**src/hdl/mbg_pkg.sv**
```systemverilog
// ----------------------------------------------------------------------------
// mbg_pkg
// shared types, codes and helper functions of the maze generator
// ----------------------------------------------------------------------------
`default_nettype none

package mbg_pkg;

    localparam int DIM_W  = 6;
    localparam int SEED_W = 16;
    localparam int KIND_W = 2;
    localparam int ORD_W  = 8;
    localparam int IDX_W  = 3;

    localparam logic [DIM_W-1:0]  DIM_RESET = 6'd21;
    localparam logic [SEED_W-1:0] LFSR_TAPS = 16'hB400;

    // cell codes
    localparam logic [KIND_W-1:0] KIND_PATH = 2'd0;
    localparam logic [KIND_W-1:0] KIND_WALL = 2'd1;
    localparam logic [KIND_W-1:0] KIND_GOAL = 2'd2;

    // operation codes
    localparam logic OP_GEN  = 1'b0;
    localparam logic OP_READ = 1'b1;

    // register indexes
    localparam logic REG_WIDTH  = 1'b0;
    localparam logic REG_HEIGHT = 1'b1;

    // direction codes
    localparam logic [1:0] DIR_UP    = 2'd0;
    localparam logic [1:0] DIR_RIGHT = 2'd1;
    localparam logic [1:0] DIR_DOWN  = 2'd2;
    localparam logic [1:0] DIR_LEFT  = 2'd3;

    // controller to datapath
    typedef struct packed {
        logic latch_in;
        logic sweep_wr;
        logic gen_init;
        logic step;
        logic carve_mid;
        logic push;
        logic pop_rd;
        logic pop_ld;
        logic goal_clr;
        logic goal_wr;
        logic mark;
        logic rd_req;
        logic rd_done;
        logic out_load;
    } cmd_t;

    // datapath to controller
    typedef struct packed {
        logic op;
        logic sweep_last;
        logic exhausted;
        logic top_one;
        logic oob;
        logic cell_wall;
        logic full;
        logic goal_last;
    } sts_t;

    function automatic logic [SEED_W-1:0] lfsr_next(input logic [SEED_W-1:0] s);
        logic [SEED_W-1:0] n;
        n = s >> 1;
        if (s[0])
        begin
            n = n ^ LFSR_TAPS;
        end
        return n;
    endfunction

    // three draws; returns {new lfsr state, order packed 2 bits per entry}
    function automatic logic [SEED_W+ORD_W-1:0] shuffle(input logic [SEED_W-1:0] s);
        logic [1:0]        ord [4];
        logic [SEED_W-1:0] st;
        logic [18:0]       prod;
        logic [1:0]        j;
        logic [1:0]        t;
        ord[0] = 2'd0;
        ord[1] = 2'd1;
        ord[2] = 2'd2;
        ord[3] = 2'd3;
        st = s;
        for (int i = 3; i > 0; i--)
        begin
            st   = lfsr_next(st);
            prod = 19'(st) * 19'(i + 1);
            j    = prod[17:16];
            t      = ord[i];
            ord[i] = ord[j];
            ord[j] = t;
        end
        return {st, ord[3], ord[2], ord[1], ord[0]};
    endfunction

    // even rounds up to odd, then clamp to [3, cap]
    function automatic logic [DIM_W-1:0] eff_dim(input logic [DIM_W-1:0] v,
                                                 input logic [7:0] cap);
        logic [7:0] e;
        e = {2'b00, v};
        if (!e[0])
        begin
            e = e + 8'd1;
        end
        if (e < 8'd3)
        begin
            e = 8'd3;
        end
        if (e > cap)
        begin
            e = cap;
        end
        return e[DIM_W-1:0];
    endfunction

endpackage

`default_nettype wire

```
**src/hdl/mbg_ctrl.sv**
```systemverilog
// ----------------------------------------------------------------------------
// mbg_ctrl
// sequencer for clearing, carving, goal marking and cell reads
// ----------------------------------------------------------------------------
`default_nettype none

module mbg_ctrl (
    input  wire logic          clk,
    input  wire logic          rst_n,
    input  wire logic          in_valid,
    output logic               in_ready,
    output logic               out_valid,
    input  wire logic          out_ready,
    input  wire mbg_pkg::sts_t sts,
    output mbg_pkg::cmd_t      cmd
);

    typedef enum logic [3:0] {
        ST_CLEAR,
        ST_IDLE,
        ST_RD_REQ,
        ST_RD_WAIT,
        ST_GEN_INIT,
        ST_STEP,
        ST_CHECK,
        ST_CARVE,
        ST_POP_WAIT,
        ST_GOAL,
        ST_MARK,
        ST_RESULT
    } state_t;

    state_t state_reg, state_next;
    logic   gen_reg, gen_next;
    logic   out_valid_reg, out_valid_next;

    always_comb
    begin
        cmd            = '0;
        state_next     = state_reg;
        gen_next       = gen_reg;
        out_valid_next = out_valid_reg && !out_ready;
        unique case (state_reg)
            ST_CLEAR:
            begin
                cmd.sweep_wr = 1'b1;
                if (sts.sweep_last)
                begin
                    state_next = gen_reg ? ST_GEN_INIT : ST_IDLE;
                end
            end
            ST_IDLE:
            begin
                if (in_valid)
                begin
                    cmd.latch_in = 1'b1;
                    if (sts.op == mbg_pkg::OP_GEN)
                    begin
                        gen_next   = 1'b1;
                        state_next = ST_CLEAR;
                    end
                    else
                    begin
                        state_next = ST_RD_REQ;
                    end
                end
            end
            ST_RD_REQ:
            begin
                cmd.rd_req = 1'b1;
                state_next = ST_RD_WAIT;
            end
            ST_RD_WAIT:
            begin
                cmd.rd_done = 1'b1;
                state_next  = ST_RESULT;
            end
            ST_GEN_INIT:
            begin
                cmd.gen_init = 1'b1;
                gen_next     = 1'b0;
                state_next   = ST_STEP;
            end
            ST_STEP:
            begin
                priority if (sts.exhausted && sts.top_one)
                begin
                    cmd.goal_clr = 1'b1;
                    state_next   = ST_GOAL;
                end
                else if (sts.exhausted)
                begin
                    cmd.pop_rd = 1'b1;
                    state_next = ST_POP_WAIT;
                end
                else
                begin
                    cmd.step   = 1'b1;
                    state_next = sts.oob ? ST_STEP : ST_CHECK;
                end
            end
            ST_CHECK:
            begin
                if (sts.cell_wall && !sts.full)
                begin
                    cmd.carve_mid = 1'b1;
                    state_next    = ST_CARVE;
                end
                else
                begin
                    state_next = ST_STEP;
                end
            end
            ST_CARVE:
            begin
                cmd.push   = 1'b1;
                state_next = ST_STEP;
            end
            ST_POP_WAIT:
            begin
                cmd.pop_ld = 1'b1;
                state_next = ST_STEP;
            end
            ST_GOAL:
            begin
                cmd.goal_wr = 1'b1;
                if (sts.goal_last)
                begin
                    state_next = ST_MARK;
                end
            end
            ST_MARK:
            begin
                cmd.mark   = 1'b1;
                state_next = ST_RESULT;
            end
            ST_RESULT:
            begin
                if (!out_valid_reg || out_ready)
                begin
                    cmd.out_load   = 1'b1;
                    out_valid_next = 1'b1;
                    state_next     = ST_IDLE;
                end
            end
            default:
            begin
                state_next = ST_IDLE;
            end
        endcase
    end

    always_ff @(posedge clk or negedge rst_n)
    begin
        if (!rst_n)
        begin
            state_reg     <= ST_CLEAR;
            gen_reg       <= 1'b0;
            out_valid_reg <= 1'b0;
        end
        else
        begin
            state_reg     <= state_next;
            gen_reg       <= gen_next;
            out_valid_reg <= out_valid_next;
        end
    end

    assign in_ready  = (state_reg == ST_IDLE);
    assign out_valid = out_valid_reg;

endmodule

`default_nettype wire

```
**config.mk**
```make
export PLATFORM = sky130hd
export DESIGN_NAME = mbg_ctrl
export DESIGN_NICKNAME = d
export VERILOG_FILES = /design/src/hdl/mbg_pkg.sv /design/src/hdl/mbg_ctrl.sv
export SDC_FILE = /design/constraint.sdc
export NUM_CORES = 1
export LEC_CHECK = 0
export ABC_CLOCK_PERIOD_IN_PS = 1700
export BUFFER_PORTS_ARGS = -buffer_cell sky130_fd_sc_hd__buf_2
export CAP_MARGIN = 20
export CORE_AREA = 2 2 39 41
export CTS_BUF_LIST = sky130_fd_sc_hd__clkbuf_8
export DETAILED_ROUTE_END_ITERATION = 16
export DIE_AREA = 0 0 41 43
export PLACE_DENSITY = 0.72
export SYNTH_ARGS = -nofsm -noshare
export SYNTH_HDL_FRONTEND = slang
export SYNTH_SLANG_ARGS = --single-unit
```
**constraint.sdc**
```tcl
create_clock -name clk -period 1.7 [get_ports clk]
set_input_delay 0 -clock clk [delete_from_list [all_inputs] [get_ports clk]]
set_output_delay 0 -clock clk [all_outputs]
set_load 0.02 [all_outputs]
```
* Word-level counts from Yosys, hierarchy flattened
Cells that the tools add are included.
** Cells by class
- $lt $le $gt $ge :: 0
- Reductions and logical operators :: 13
- Div/mod/pow operators :: 0
- Eq/ne operators :: 16
- Bitwise gates (word level) :: 0
- Shift-type cells :: 0
- Muxes and demuxes :: 38
- $mul :: 0
- Add/subtract/negate cells :: 0
** Operators by type and width (count)
- 4-bit case mux with 9 select lines :: 1
- 1-bit 2-to-1 mux :: 26
- 4-bit 2-to-1 mux :: 6
- 4-bit by 3-bit equality test with 1-bit output (second input constant) :: 4
- 4-bit equality test (second input constant) :: 4
- 2-bit != test (second input constant) :: 5
- 4-bit by 2-bit equality test with 1-bit output (second input constant) :: 2
- 2-bit 2-to-1 mux :: 3
- 4-bit by 1-bit equality test with 1-bit output (second input constant) :: 1
- 4-bit logical NOT :: 1
- 4-bit AND reduction :: 1
- 1-bit logical AND :: 3
- 1-bit logical NOT :: 3
- 3-bit 2-to-1 mux :: 1
- 3-bit AND reduction :: 1
- 3-bit OR reduction :: 1
- 1-bit case mux with 2 select lines :: 1
- 2-bit nonzero test :: 1
- 2-bit OR reduction :: 1
- 1-bit logical OR :: 1
** Word-level totals
- Word-level logic and storage cells :: 70
- Bits in registers :: 6
- Input port bits :: 12
- Memories :: 0
- Memory bits (read-only) :: 0
- Latch bits :: 0
- RAM bits :: 0

* Depth between registers and ports, before layout
Gate-level depths: netlist of run 1.
- Depth after elaboration :: 4
- Depth in mapped cells :: 6
- Mapped depth without buffers :: 4

* Least setup slack after synthesis of run 1
No wires, ideal clock.
- Path kind :: register -> register
- Start point :: register state_reg[3]
- End point :: register gen_reg
- Library setup time :: 0.073 ns
- Arrival time :: 1.922 ns
- Period minus slack after synthesis :: 1.995 ns
- Slack :: -0.295 ns
- Stages on the path, launching flop included :: 6
- Cells stage by stage :: dfrtp_1 buf_6 nor4b_1 and2_1 a21oi_1 nor2_1
** Between the ends
- Cells in the longest elaborated chain, start to end :: 3
** Ends and longest elaborated chain
- start, declared :: RTL line mbg_ctrl.sv:33 : state_t state_reg, state_next;
- start signal, assigned :: RTL line mbg_ctrl.sv:163 : state_reg <= state_next;
- 4-bit by 1-bit equality test with 1-bit output (*)
- net in_ready :: RTL line mbg_ctrl.sv:11 : output logic in_ready,
- 2-bit != test (no line) / 2-bit nonzero test (equally long branches)
- 3-bit AND reduction (no line)
- end signal, assigned :: RTL line mbg_ctrl.sv:164 : gen_reg <= gen_next;
- end, declared :: RTL line mbg_ctrl.sv:34 : logic gen_reg, gen_next;
Mark *: on every way through the listed nets, which the timed path passes. The rest lies on a longest branch.
A chain may end at the register's enable or synchronous reset.

* Worst setup path after layout of run 1
- Start point :: register state_reg[0]
- End point :: register state_reg[0]
** Between the ends
- Cells in the longest elaborated chain, start to end :: 3
** Ends and longest elaborated chain
- 4-bit by 3-bit equality test with 1-bit output, or another cell as far along :: RTL line mbg_ctrl.sv:43 : unique case (state_reg)
- 3-bit OR reduction (no line), or another cell as far along
- 4-bit case mux with 9 select lines / 4-bit AND reduction (equally long branches)
Parallel ways exist; a longest one is shown, timed or not.

==> flow_summary.toml, run 1 <==
[status]
outcome = "complete, no violations"

[timing]
max_slew_margin_pct = 79.5
finalSetupViolations = 0
rsz0062_at_grt = "no"
worstMarginPinSlew_ns = 0.307
hold_violations = 0
drv_slew = 0
min_period_ns = 1.62
finalCritPeriodShare_pct = 95.4
worst_slack_ns = 0.0777
clock_skew_ns = 0.00368
fin_tns_setup_ns = 0
max_freq_ghz = 0.616

[yosys]
ys.warnings.count = 0
syn-instance-count = 73
synth.ff_latch_count = 6
synth.net_count = 85
syn_avg_cell_area_um2 = 7.30
yosysSeqAreaShare_pct = 28.2
synthDistinctLibCells = 29
synth_area_um2 = 533

[drt]
ant_nets = 0
vias_per_cell = 5.32
routed_wl_um = 1420
num_vias = 638
drc = 0
wire_per_inst_um = 11.9
drtIter0Drc = 9
first_pass_iters = 4

[finish]
antennaDiodeCount = 0
final_nets = 118
fin_util_pct = 55.5
layout_common_cells = "27 x buf_2, 9 x nor2_1, 7 x nand2b_1, 7 x nor3_1, 7 x buf_4"
largest_register_ffs = 4
final_common_cell = "buf_2"
drive_gt1_share_pct = 37.5
final_area_um2 = 768
area_growth_pct = 44.1
fillers = 135

[job]
cap_violations = 0

[clock_tree]
path_clk_slew_ns = 0.04
root_buffer = "clkbuf_8"
clk_path_buf_depth = 2
hold_buffers = 1
cts.sinks = 6
h-tree-depth = 1
tritoncts = "done"
worstSkewPairLatency_ns = 0.22
cts_setup_buffers = 0
cts_made_buffers = 3
cts_resized = 0

[critical_path]
crit_path_end_kind = "flip-flop"
cp-start-kind = "flip-flop"
arrival_ns = 1.73
cp_max_fo = 11
r2r_cells = 4
worstSetupPathType = "reg -> reg"
cp.required_ns = 1.81

[power_and_ir_drop]
power_density_nw_per_um2 = 1760
swShare_pct = 46.4
switchingPower_uw = 626
power.share.sequential_pct = 22.2
power_leakage_uw = 0.000397
p_comb_share_pct = 62.1
p_int_uw = 722
clockPowerShare_pct = 15.7
irDropWorstVdd_mv = 0.884

[min_path]
min_path_cells = 4
hp-class = "in -> reg"

[grt]
grt-ovfl-total = 0
grt_max_degree = 16
antenna_found_initial = 0
grt_pass1_wl_um = 2350
grt_pass1_vias = 581
grt_usage_pct = 18.9

[floorplan]
initial_core_util_pct = 38.5
core_area_um2 = 1380
num_rows = 14
dieArea_um2 = 1760
pin_count = 28
die_y_um = 43
die_width_um = 41

[place]
place_congestion = 0.888
placed_area_um2 = 717
numPortBuffers = 27
hpwl_um = 1110
dpl_worst_slack_ns = 0.0978
-- cell usage after synthesis --
library cell	number	share of area, %
o211a_1	1	1.9
or3b_1	1	1.6
clkbuf_1	4	2.8
nand2_1	4	2.8
nor4_1	2	2.3
inv_1	4	2.8
mux2i_1	1	1.9
o21ai_0	5	4.7
nor2_1	9	6.3
a31oi_1	1	1.2
o31a_1	1	1.6
nor2b_1	1	1.2
and2_1	1	1.2
buf_2	2	1.9
and3b_1	1	1.6
o22ai_1	2	2.3
nand2b_1	7	8.2
buf_6	1	2.1
nor3_1	7	6.6
o21a_1	2	2.8
o31ai_1	1	1.4
a21oi_1	3	2.8
dfrtp_1	6	28
a221o_1	1	1.9
nand4b_1	1	1.6
nor4b_1	1	1.6
nand3b_1	1	1.4
a221oi_1	1	1.6
or4_1	1	1.4
-- worst paths after layout --
path                              start      endpoint  slack, ns
max                        state_reg[0]  state_reg[0]       0.08
min                              sts[7]       gen_reg       0.09
max reg2reg                state_reg[0]  state_reg[0]       0.08
min reg2reg                     gen_reg       gen_reg       0.53
max in group asynchronous         rst_n       gen_reg       1.42
min in group asynchronous         rst_n  state_reg[3]       0.13
-- critical path, cell delays in order (launching register included) --
cell and delay (ns):
dfrtp_1 0.48, and3b_1 0.22, o21a_1 0.20, a221o_1 0.31, o31a_1 0.30
-- cells by family (layout without fill, tap and decap cells) --
| group | Yosys count | count (layout) | share of synthesized area (%) |
|---|---|---|---|
| flops | 6 | 6 | 28.2 |
| simple gates | 37 | 37 | 38.0 |
| buf+inv | 11 | 42 | 9.62 |
| mux | 1 | 1 | 1.88 |
| compound gates | 18 | 18 | 22.3 |
-- power by group through the flow --
stage          clock, uW  combinational [uW]  sequential [uW]
2_1_floorplan          0                 627              257
3_3_place_gp           0                 831              294
3_5_place_dp           0                 833              298
4_1_cts              218                 838              298
5_1_grt              228                 925              311
6_report             211                 837              300
-- per-stage QoR --
stage	power [uW]	hold slack, ns	cells
3_5_place_dp	1130	-0.169	116
2_1_floorplan	883	-0.296	73
3_3_place_gp	1130	-0.173	116
6_report	1350	0.0927	120
5_1_grt	1460	0.119	120
4_1_cts	1350	0.0924	120
-- cell type report --
type / instances / area (um2) / area share, %
multi-input cells: 56 / 344 / 44.8
repair buffers: 35 / 198 / 25.7
flip-flops and latches: 6 / 150 / 19.5
clock buffers: 3 / 41.3 / 5.37
inverters: 4 / 15.0 / 1.95
well taps: 16 / 20.0 / 2.61
-- metal layers --
metal	part of all wire [%]	vias to the layer above	track usage, %
met2	50	22	27.5
met4	0.56	0	6.00
li1	-	325	-
met1	44	289	26.4
met3	5.4	2	4.71
met5	0	-	0
No activity file was read; power rests on OpenSTA's default activity.
==> run 2: changes to the inputs <==
ABC_CLOCK_PERIOD_IN_PS = 1600   (was 1700)
CAP_MARGIN = 5   (was 20)
clock period = 1.6 ns   (was 1.7 ns; I/O delays follow)
==> flow_summary.toml, run 2 (same netlist as run 1, synthesis figures left out) <==
[status]
outcome = "complete, no violations"

[timing]
hold_violations = 0
max_slew_margin_pct = 78.7
drv_slew = 0
whs_ns = 0.105
rsz0062_at_grt = "no"
worstMarginPinSlew_ns = 0.320
clock_skew_ns = 0.00427
max_freq_ghz = 0.648
finalCritPeriodShare_pct = 96.5
finalSetupViolations = 0
min_period_ns = 1.54

[clock_tree]
h-tree-depth = 1
tritoncts = "done"
path_clk_slew_ns = 0.04
cts_made_buffers = 3
cts.sinks = 6
clk_path_buf_depth = 2
root_buffer = "clkbuf_8"
worstSkewPairLatency_ns = 0.22
cts_setup_buffers = 0

[drt]
wire_per_inst_um = 11.5
first_pass_iters = 4
wl_met3_um = 64
drc = 0
routed_wl_um = 1400
routed.top_layer = "met3"
drtIter0Drc = 11
m1WireLength_um = 633
vias_per_cell = 5.30
wl_met2_um = 697
num_vias = 641
ant_nets = 0

[finish]
final_nets = 119
instances_no_fill = 121
largest_register_ffs = 4
drive_gt1_share_pct = 38.1
fillers = 126
layout_common_cells = "27 x buf_2, 9 x nor2_1, 7 x nand2b_1, 7 x nor3_1, 7 x buf_4"
final_common_cell = "buf_2"
antennaDiodeCount = 0
area_growth_pct = 47.9

[min_path]
hold_start = "sts[7]"
hold_end = "gen_reg"
hp-class = "in -> reg"
min_path_cells = 4

[place]
dp.cells = 117
hpwl_um = 1100
numPortBuffers = 27
place_congestion = 0.864

[critical_path]
setup.worst_path.start = "state_reg[0]"
max_stage_delay_ns = 0.43
cp-start-kind = "flip-flop"
r2r-start = "state_reg[0]"
path_buf_inv = 0
r2r_end = "state_reg[0]"
cp.depth = 4
r2r_cells = 4
cp.required_ns = 1.71
worstSetupPathType = "reg -> reg"
r2r_slack_ns = 0.06
arrival_ns = 1.65
crit_path_end_kind = "flip-flop"
cp_max_fo = 7
crit_family = "compound AO/OA/AOI/OAI gates"
slowest_stage = "dfrtp_1"
path_cells = "and3b_1, o21a_1, a221o_1, o31a_1"

[power_and_ir_drop]
power_density_nw_per_um2 = 1880
power_leakage_uw = 0.000405
irDropWorstVdd_mv = 1.14

[grt]
grt_pass1_vias = 564
grt-ovfl-total = 0
grt_usage_pct = 19.3
antenna_found_initial = 0
grt_pass1_wl_um = 2310
grt_max_degree = 17

[floorplan]
num_rows = 14
die_width_um = 41
initial_core_util_pct = 38.5
core_area_um2 = 1380
dieArea_um2 = 1760
pin_count = 28
die_y_um = 43

[job]
cap_violations = 0
==> run 2: changes by cell type in the layout (fill, tap and decap cells not counted) <==
| cell | change |
|---|---|
| buf_12 | +1 |
==> run 2: repair_timing <==
| item | in CTS | in global routing |
|---|---|---|
| gates resized for setup | 0 | 0 |
| hold buffers | 1 | 0 |
| hold endpoints to repair | 6 | 0 |
==> run 2: worst max-delay path by stage <==
| stage | endpoint |
|---|---|
| 6_report | state_reg[0] |
| 5_1_grt | cmd[13] |
| 4_1_cts | state_reg[0] |
| 3_5_place_dp | state_reg[0] |
| 3_3_place_gp | state_reg[0] |
| 2_1_floorplan | gen_reg |
==> run 2: where the power goes <==
part           switching (uW)  leakage [uW]  internal (uW)  total, uW
registers                93.6     0.0000743            221        314
logic                     519      0.000309            426        946
clock network            62.6     0.0000216            161        224
==> run 2: layer usage <==
| metal | track usage [%] | vias to the layer above |
|---|---|---|
| li1 | - | 325 |
| met1 | 25.3 | 300 |
| met2 | 28.1 | 16 |
| met3 | 6.28 | 0 |
| met4 | 8.00 | 0 |
| met5 | 0 | - |
==> run 2: final cells by class <==
| type | instances | area, um2 | share of cell area, % |
|---|---|---|---|
| Sequential cell | 6 | 150 | 19.0 |
| Clock buffer | 3 | 41.3 | 5.24 |
| Timing Repair Buffer | 36 | 218 | 27.6 |
| Multi-Input combinational cell | 56 | 344 | 43.7 |
| Inverter | 4 | 15.0 | 1.90 |
| Tap cell | 16 | 20.0 | 2.54 |
==> run 2: per-stage QoR <==
step	setup WS [ns]	power, uW	utilization (%)	area (um2)	setup TNS [ns]
6_report	0.0564	1480	57.0	788	0
5_1_grt	0.00170	1610	57.0	788	0
4_1_cts	0.0635	1490	57.0	788	0
3_5_place_dp	0.0730	1260	53.3	737	0
3_3_place_gp	0.108	1240	53.3	737	0
2_1_floorplan	-0.0461	938	-	546	-0.0461
==> run 2: worst min-delay path, stage by stage <==
cell and delay [ns]:
buf_2 0.10, inv_1 0.04, a21oi_1 0.05, nor2_1 0.08
==> run 3: changes to the inputs <==
CELL_PAD_IN_SITES_DETAIL_PLACEMENT = 2   (was unset)
CELL_PAD_IN_SITES_GLOBAL_PLACEMENT = 2   (was unset)
CORE_AREA = unset   (was 2 2 39 41)
CORE_UTILIZATION = 23   (was unset)
DIE_AREA = unset   (was 0 0 41 43)
PLACE_DENSITY = 0.8   (was 0.72)
==> flow_summary.toml, run 3 (same netlist as run 1, synthesis figures left out) <==
[status]
outcome = "complete, no violations"

[grt]
antenna_found_initial = 0
grt-ovfl-total = 0
grt_pass1_vias = 693
grt_usage_pct = 17.1
grt_max_degree = 12
grt_pass1_wl_um = 3260

[timing]
finalCritPeriodShare_pct = 98.4
drv_slew = 0
clock_skew_ns = 0.00468
fin_tns_setup_ns = 0
finalSetupViolations = 0
rsz0062_at_grt = "yes"
max_slew_margin_pct = 82.4
whs_ns = 0.0999
worstMarginPinSlew_ns = 0.262
hold_violations = 0
max_freq_ghz = 0.635
min_period_ns = 1.57

[floorplan]
initial_core_util_pct = 24.3
core_area_um2 = 2190
num_rows = 17
die_width_um = 50.1
dieArea_um2 = 2510
die_y_um = 50.1
pin_count = 28

[place]
dp.cells = 131
numPortBuffers = 27
hpwl_um = 1650
place_congestion = 0.786
placed_area_um2 = 754

[finish]
final_area_um2 = 842
largest_register_ffs = 4
final_common_cell = "buf_2"
layout_common_cells = "26 x buf_2, 11 x buf_4, 9 x nor2_1, 7 x nand2b_1, 5 x nor3_1"
antennaDiodeCount = 0
register_area_um2 = 153
area_growth_pct = 58.0
multiInputGateArea_um2 = 375
final_nets = 121
fillers = 270
instances_no_fill = 135
drive_gt1_share_pct = 44.9

[critical_path]
r2r-start = "state_reg[0]"
worstSetupPathType = "reg -> reg"
crit_path_end_kind = "flip-flop"
r2r_end = "state_reg[0]"
arrival_ns = 1.68
r2r_cells = 4
cp.required_ns = 1.70
r2r_slack_ns = 0.03
cp_max_fo = 8
cp-start-kind = "flip-flop"

[clock_tree]
cts_made_buffers = 3
tritoncts = "done"
path_clk_slew_ns = 0.04
worstSkewPairLatency_ns = 0.22
clk_path_buf_depth = 2
h-tree-depth = 1
cts.sinks = 6
root_buffer = "clkbuf_8"

[power_and_ir_drop]
power_leakage_uw = 0.000419
swShare_pct = 48.2
p_comb_share_pct = 65.5
p_int_uw = 836
clockPowerShare_pct = 13.9
power_density_nw_per_um2 = 1920
power.share.sequential_pct = 20.5
switchingPower_uw = 778
irDropWorstVdd_mv = 0.938

[min_path]
hp-class = "in -> reg"
hold_end = "gen_reg"
min_path_cells = 4
hold_start = "sts[7]"

[drt]
wire_per_inst_um = 15.5
drtIter0Drc = 11
drc = 0
vias_per_cell = 4.99
num_vias = 674
ant_nets = 0
routed_wl_um = 2100
first_pass_iters = 4

[job]
cap_violations = 0
[run 3: cell count changes in the layout (fill, tap and decap cells not counted), sizes merged]
cell and change:
buf +2
[run 3: worst max path at each step]
| stage | startpoint | endpoint |
|---|---|---|
| 3_3_place_gp | state_reg[1] | state_reg[1] |
| 3_5_place_dp | state_reg[1] | state_reg[1] |
| 5_1_grt | state_reg[0] | state_reg[0] |
| 2_1_floorplan | state_reg[3] | gen_reg |
| 4_1_cts | state_reg[1] | state_reg[1] |
| 6_report | state_reg[0] | state_reg[0] |
[run 3: critical path, cell delays in order (launching register included)]
cell and delay [ns]:
dfrtp_2 0.45, and3b_1 0.18, o21a_1 0.19, a221o_1 0.32, o31a_1 0.31
[run 3: timing repair]
action / CTS / global route
buffers inserted: 0 / 0
gates resized for setup: 0 / 9
endpoints found under the setup margin: 0 / 8
hold endpoints to repair: 6 / 0
hold buffers: 1 / 0
[run 3: per-layer routing]
metal	GRT usage [%]	wire, um	vias up
met3	2.73	58	0
met5	0	0	-
met4	2.86	0	0
met1	22.4	979	332
met2	29.6	1060	15
li1	-	-	327
[run 3: final cells by class]
class                      count  share of cell area [%]
clock buffer                   3                    4.90
inverter                       4                    1.78
multi-input combinational     56                    44.6
sequential                     6                    18.1
tap                           28                    4.16
timing repair buffer          38                    26.4
[run 3: per-stage QoR]
step                setup slack, ns  power, uW  utilization, %
floorplan                   -0.0461        938               -
global route                -0.0306       1730            38.4
global placement             0.0449       1270            34.4
finish                       0.0260       1610            38.4
CTS                        0.000438       1550            36.8
detailed placement           0.0179       1320            34.4
[run 3: power groups by stage]
stage                     clock, uW  combinational [uW]  sequential [uW]
after floorplan                   0                 666              273
after global placement            0                 957              312
after detailed placement          0                 995              320
after CTS                       231                1000              318
after global routing            241                1140              350
final                           225                1060              332
